File: src/sv/rsi_pkg.sv
// package for the ray / wall-segment intersection unit
// widths, field layout and shared types; no dependencies
`default_nettype none
package rsi_pkg;
    localparam int COORD_W   = 32;
    localparam int FRAC_BITS = 16;
    localparam int DIFF_W    = COORD_W + 1;
    localparam int PROD_W    = 2 * DIFF_W;
    localparam int CROSS_W   = PROD_W + 1;
    localparam int IN_W      = 8 * COORD_W;
    localparam int OUT_W     = 72;

    // per-item terms carried from the cross-product stages into the divider
    typedef struct packed {
        logic                       hit;
        logic [CROSS_W-1:0]         tmag;
        logic [CROSS_W-1:0]         dmag;
        logic signed [COORD_W-1:0]  ax;
        logic signed [COORD_W-1:0]  ay;
        logic signed [DIFF_W-1:0]   dx;
        logic signed [DIFF_W-1:0]   dy;
    } rsi_term_t;
endpackage
`default_nettype wire

File: src/sv/rsi_lerp.sv
// point along the wall: A + trunc(tq * (B - A) / 2^FRAC), miss gives -1.0
// depends on rsi_pkg; two register stages
`default_nettype none
module rsi_lerp #(
    parameter int FRAC = rsi_pkg::FRAC_BITS
) (
    input  wire logic                          clk,
    input  wire logic                          rst_n,
    input  wire logic                          en,
    input  wire logic                          in_valid,
    input  wire rsi_pkg::rsi_term_t            in_term,
    input  wire logic [FRAC-1:0]               in_quot,
    output logic                               out_valid,
    output logic                               out_hit,
    output logic [rsi_pkg::COORD_W-1:0]        out_x,
    output logic [rsi_pkg::COORD_W-1:0]        out_y
);
    localparam int CW = rsi_pkg::COORD_W;
    localparam int DW = rsi_pkg::DIFF_W;
    localparam int MW = DW + FRAC;

    logic [DW-1:0] magx, magy;
    assign magx = in_term.dx[DW-1] ? DW'(-in_term.dx) : DW'(in_term.dx);
    assign magy = in_term.dy[DW-1] ? DW'(-in_term.dy) : DW'(in_term.dy);

    // stage 1: products
    logic          v1_reg, hit1_reg, nx_reg, ny_reg;
    logic [MW-1:0] px_reg, py_reg;
    logic [CW-1:0] ax_reg, ay_reg;

    always_ff @(posedge clk or negedge rst_n)
    begin
        if (!rst_n)
        begin
            v1_reg <= 1'b0;
        end
        else if (en)
        begin
            v1_reg <= in_valid;
        end
    end

    always_ff @(posedge clk)
    begin
        if (en)
        begin
            hit1_reg <= in_term.hit;
            nx_reg   <= in_term.dx[DW-1];
            ny_reg   <= in_term.dy[DW-1];
            px_reg   <= MW'(magx) * MW'(in_quot);
            py_reg   <= MW'(magy) * MW'(in_quot);
            ax_reg   <= in_term.ax;
            ay_reg   <= in_term.ay;
        end
    end

    // stage 2: add and select
    logic [CW-1:0] sx, sy, miss;
    assign sx   = px_reg[FRAC +: CW];
    assign sy   = py_reg[FRAC +: CW];
    assign miss = CW'(0) - (CW'(1) << FRAC);

    logic          v2_reg, hit2_reg;
    logic [CW-1:0] x_reg, y_reg;

    always_ff @(posedge clk or negedge rst_n)
    begin
        if (!rst_n)
        begin
            v2_reg <= 1'b0;
        end
        else if (en)
        begin
            v2_reg <= v1_reg;
        end
    end

    always_ff @(posedge clk)
    begin
        if (en)
        begin
            hit2_reg <= hit1_reg;
            x_reg    <= !hit1_reg ? miss : (nx_reg ? ax_reg - sx : ax_reg + sx);
            y_reg    <= !hit1_reg ? miss : (ny_reg ? ay_reg - sy : ay_reg + sy);
        end
    end

    assign out_valid = v2_reg;
    assign out_hit   = hit2_reg;
    assign out_x     = x_reg;
    assign out_y     = y_reg;
endmodule
`default_nettype wire

File: config.mk
export PLATFORM = sky130hd
export DESIGN_NAME = rsi_lerp
export DESIGN_NICKNAME = d
export VERILOG_FILES = /design/src/sv/rsi_pkg.sv /design/src/sv/rsi_lerp.sv
export SDC_FILE = /design/constraint.sdc
export NUM_CORES = 2
export LEC_CHECK = 0
export ABC_AREA = 0
export BUFFER_PORTS_ARGS = -buffer_cell sky130_fd_sc_hd__buf_2
export CORE_UTILIZATION = 55
export DETAILED_ROUTE_END_ITERATION = 12
export GPL_TIMING_DRIVEN = 1
export PLACE_DENSITY = 0.74
export SETUP_SLACK_MARGIN = 0.5
export SKIP_CTS_REPAIR_TIMING = 1
export SYNTH_ARGS = -nofsm -noshare
export SYNTH_HDL_FRONTEND = slang
export SYNTH_SLANG_ARGS = --single-unit
File: constraint.sdc
create_clock -name clk -period 9.65 [get_ports clk]
set_input_delay 1.93 -clock clk [delete_from_list [all_inputs] [get_ports clk]]
set_output_delay 1.93 -clock clk [all_outputs]
set_load 0.005 [all_outputs]
Word-level counts from Yosys, hierarchy flattened
Cells that the tools add are included.

Add/subtract/negate cells: 6. Multipliers: 2. Mux-type cells: 4.

Operators by type and width (count): multiplier 33 x 16 -> 48 bit (2); 2-to-1 mux 33 bit (2); negator 33 bit (2); adder 32 bit (2); 2-to-1 mux 32 bit (2); subtractor 32 bit (2).

Register bits after elaboration: 230. Bits of input ports: 285. Output and inout bits: 66.

Logic depth before layout (Yosys ltp)
Depth in word-level cells: 3. Gate-level depth with buffers: 34. Gate-level depth less buffers: 33.

Worst setup path before layout
Ideal clock, no wire load.

Path type: in2reg. Start: in in_term[38] (netlist bit). End: reg px_reg[47], data pin. Data arrival time: 9.828 ns. Required time: 9.392 ns. Path slack: -0.436 ns. Cell stages on the path: 32. Path through: nor4_1 > nand2b_1 > nor2_1 > nand3_1 > or3_1 > or2_2 > nand2b_1 > o21ai_0 > xnor2_1 > clkbuf_1 > nand2_1 > fa_1 > fa_1 > fa_1 > inv_1 > fa_1 > fa_1 > inv_1 > fa_1 > inv_1 > ha_1 > clkbuf_1 > nand4_1 > or3_1 > o211ai_1 > a21oi_1 > o41a_1 > o21ai_1 > a221o_1 > a311oi_1 > o21ba_2 > xnor2_1.

Longest elaborated chain between the ends: 3.

Ends and longest elaborated chain: start: declaration (RTL line rsi_lerp.sv:11) `input wire rsi_pkg::rsi_term_t in_term,`; negator 33 bit (RTL line rsi_lerp.sv:23) `assign magx = in_term.dx[DW-1] ? DW'(-in_term.dx) : DW'(in_term.dx);`; 2-to-1 mux 33 bit * (RTL line rsi_lerp.sv:23); multiplier 33 x 16 -> 48 bit * (RTL line rsi_lerp.sv:50) `px_reg <= MW'(magx) * MW'(in_quot);`; end signal: assignment (RTL line rsi_lerp.sv:50); end: declaration (RTL line rsi_lerp.sv:28) `logic [MW-1:0] px_reg, py_reg;`.

Every way passes the cells marked *; elsewhere a longest branch is shown, timed or not. A chain may end at the register's enable or synchronous reset.

Worst setup path after layout
Start: in in_term[35] (netlist bit). End: reg px_reg[47], data pin.

The elaborated chain is that of the path after synthesis.

==> key figures <==
STA
  • RSZ-0062 raised after global routing: true
  • Skew final: 11.2 ps
  • Setup violators final: 0
  • Final Slew Violations: 0
  • Highest Clock Rate: 104 MHz
  • Relative slew slack: 0.274
  • Hold Violations, Final: 0
  • Final hold slack: 503 ps
  • Setup TNS: 0 ps
  • Final worst-path cycle share: 0.998
  • Clock period minus worst slack: 9630 ps
  • Worst Max-Slew Pin Slew: 1090 ps

Routing
  • Antenna Violating Nets Remaining: 0
  • Vias/cell: 5.38
  • WL per Instance: 17.6 um
  • DRC viols: 0
  • Initial drt markers: 2122
  • DR vias: 33233
  • First-pass DRT Iterations: 5
  • WL final: 109 mm

Setup path
  • Slowest stage delay, CP: 550 ps
  • Worst endpoint required time: 9890 ps
  • Most used cell, CP: fa_1
  • CP Data Arrival Time: 9880 ps
  • CP Launch Type: input pin
  • Setup CP Type: in2reg
  • Crit path max-delay cell type: fa_1
  • Worst Path Max Fanout: 6
  • CP endpoint kind: register
  • Worst path bufs/invs: 5
  • CP top delay family: adder cells

Yosys
  • Synth area leaders: fa_1, edfxtp_1, ha_1, inv_1, nand2_1
  • Number of synthesized flops with an enable pin: 196
  • Top-count cell post-synth: inv_1
  • Avg Cell Area, Syn: 9.28 sq um
  • Synth Warn #: 0
  • Most used DFF post-synth: edfxtp_1
  • Top-area cell type share of the netlist area: 0.399
  • Synth top cells by count: inv_1, fa_1, nand2_1
  • Syn Inst Count: 4659
  • Post-Syn Nets: 6100
  • Post-Syn Area: 43200 sq um
  • Asr flop ratio synth: 0.0101
  • Post-synth top area cell: fa_1
  • Register area share after synthesis: 0.137
  • Synth unique cells: 68
  • #FFs+latches synth: 198

Clock tree
  • CTS sink cnt: 198
  • Buffer depth of the longest clock path: 2
  • H-tree Lvls: 4
  • Clk slew on worst S/H paths: 70 ps
  • TritonCTS Buffers: 17
  • Clock Latency Late Sink: 490 ps
  • TritonCTS clock tree: yes
  • Clk Tree Root Cell: clkbuf_16

Place
  • Port Buffers: 216
  • Detailed Place HPWL: 87.8 mm
  • GPL Wtd Cong: 0.926

Die
  • Top-level I/O count: 351
  • DIE HEIGHT: 282 um
  • Area of the core: 77600 sq um
  • Die area: 79700 sq um
  • Die width: 282 um
  • Site Rows: 102
  • Initial Util: 0.557

Global route
  • Largest net degree at the start of global routing: 85
  • GR met1 Demand/Resource: 0.385
  • First-pass GRT wire length: 176 mm
  • Gr usage total: 0.282
  • Met3 Track Usage GR: 0.0531
  • Initial antenna violation count: 9
  • GRT Max-Usage Layer: met2
  • Number of global-route vias before repair: 34716
  • GRT overflow: 0
  • GR Layer Usage met2: 0.459

Outcome
  • Status: complete, no violations

Cells and area
  • Filler cell count: 6312
  • Layout area overhead: 16.7%
  • Share of the core filled with cells: 0.651
  • Ratio of cells with drive above 1 in the final layout: 0.172
  • Nets: 6555

Min path
  • Hold Path Class: reg2reg

Job
  • Max-cap violations: 0
-- worst register-to-register path: stages, from the launching register on --
cell and delay [ps]:
edfxtp_1 420, nor3_1 350, nor4bb_1 840, a31oi_1 210
xnor2_1 180, ha_1 410, nand3_1 120, a2111oi_0 530
a211oi_1 160, o21ai_0 510, nand2_1 130, a311oi_1 530
a21oi_1 160, o31ai_1 330, xnor2_1 160, nand2_1 70
-- kinds of logic after synthesis --
logic type / count (synthesis) / synth area share
simple gates: 1492 / 0.167
fa+ha+maj: 1156 / 0.484
buf+inv: 1143 / 0.0994
compound gates: 425 / 0.0621
xor+xnor: 240 / 0.0488
flops: 198 / 0.137
mux: 5 / 0.00124
-- routing by layer --
metal  vias up  routed length (um)
met5         -                  44
met4         6                2910
met3       205                8320
met2      1191               51900
met1     16756               45800
li1      15075                   -
-- layout make-up --
cell class / instances / area [sq um] / share of cell area
clock inverter: 14 / 195 / 0.00387
multi-input combinational: 3318 / 34300 / 0.680
tap: 1040 / 1300 / 0.0258
inverter: 941 / 3530 / 0.0700
sequential: 198 / 5940 / 0.118
timing repair buffer: 638 / 4730 / 0.0936
antenna: 6 / 15.0 / 0.000297
clock buffer: 17 / 425 / 0.00843
-- cells in the final DEF, fill, tap and decap left out, types with 17 or more instances in the layout --
master       n
and2_1     423
ha_1       273
nor2_1     122
nor2b_1     35
xnor2_2     28
clkbuf_16   18
nand2_1    714
edfxtp_1   196
inv_1      923
xor2_1      38
a21o_1      68
inv_2       17
fa_1       847
ha_4        21
o21ai_0     63
buf_12      23
buf_6       32
nand2b_1    23
nor3_1      32
buf_4      368
a21oi_1    121
buf_2      211
xnor2_1    162
-- stage by stage --
stage / area [sq um] / instances / setup slack (ps)
CTS: 49000 / 6126 / -138
detailed placement: 48400 / 6095 / -673
finish: 50500 / 6172 / 15.8
global placement: 48400 / 6095 / -615
floorplan: 43700 / 4659 / 76.0
global route: 50500 / 6172 / -229
-- worst paths after layout --
path,start,end,slack [ps],cells after the start
min,out_valid,out_valid,500,1
max reg2reg,py_reg[17],out_y[30],4280,15
max in group asynchronous,rst_n,out_valid,8340,1
max,in_term[35],px_reg[47],20,32
min in group asynchronous,rst_n,v1_reg,1220,1
min reg2reg,out_valid,out_valid,500,1
Power is not shown: default switching activity piles up to over one toggle a cycle in this logic, so the estimate is an artifact.
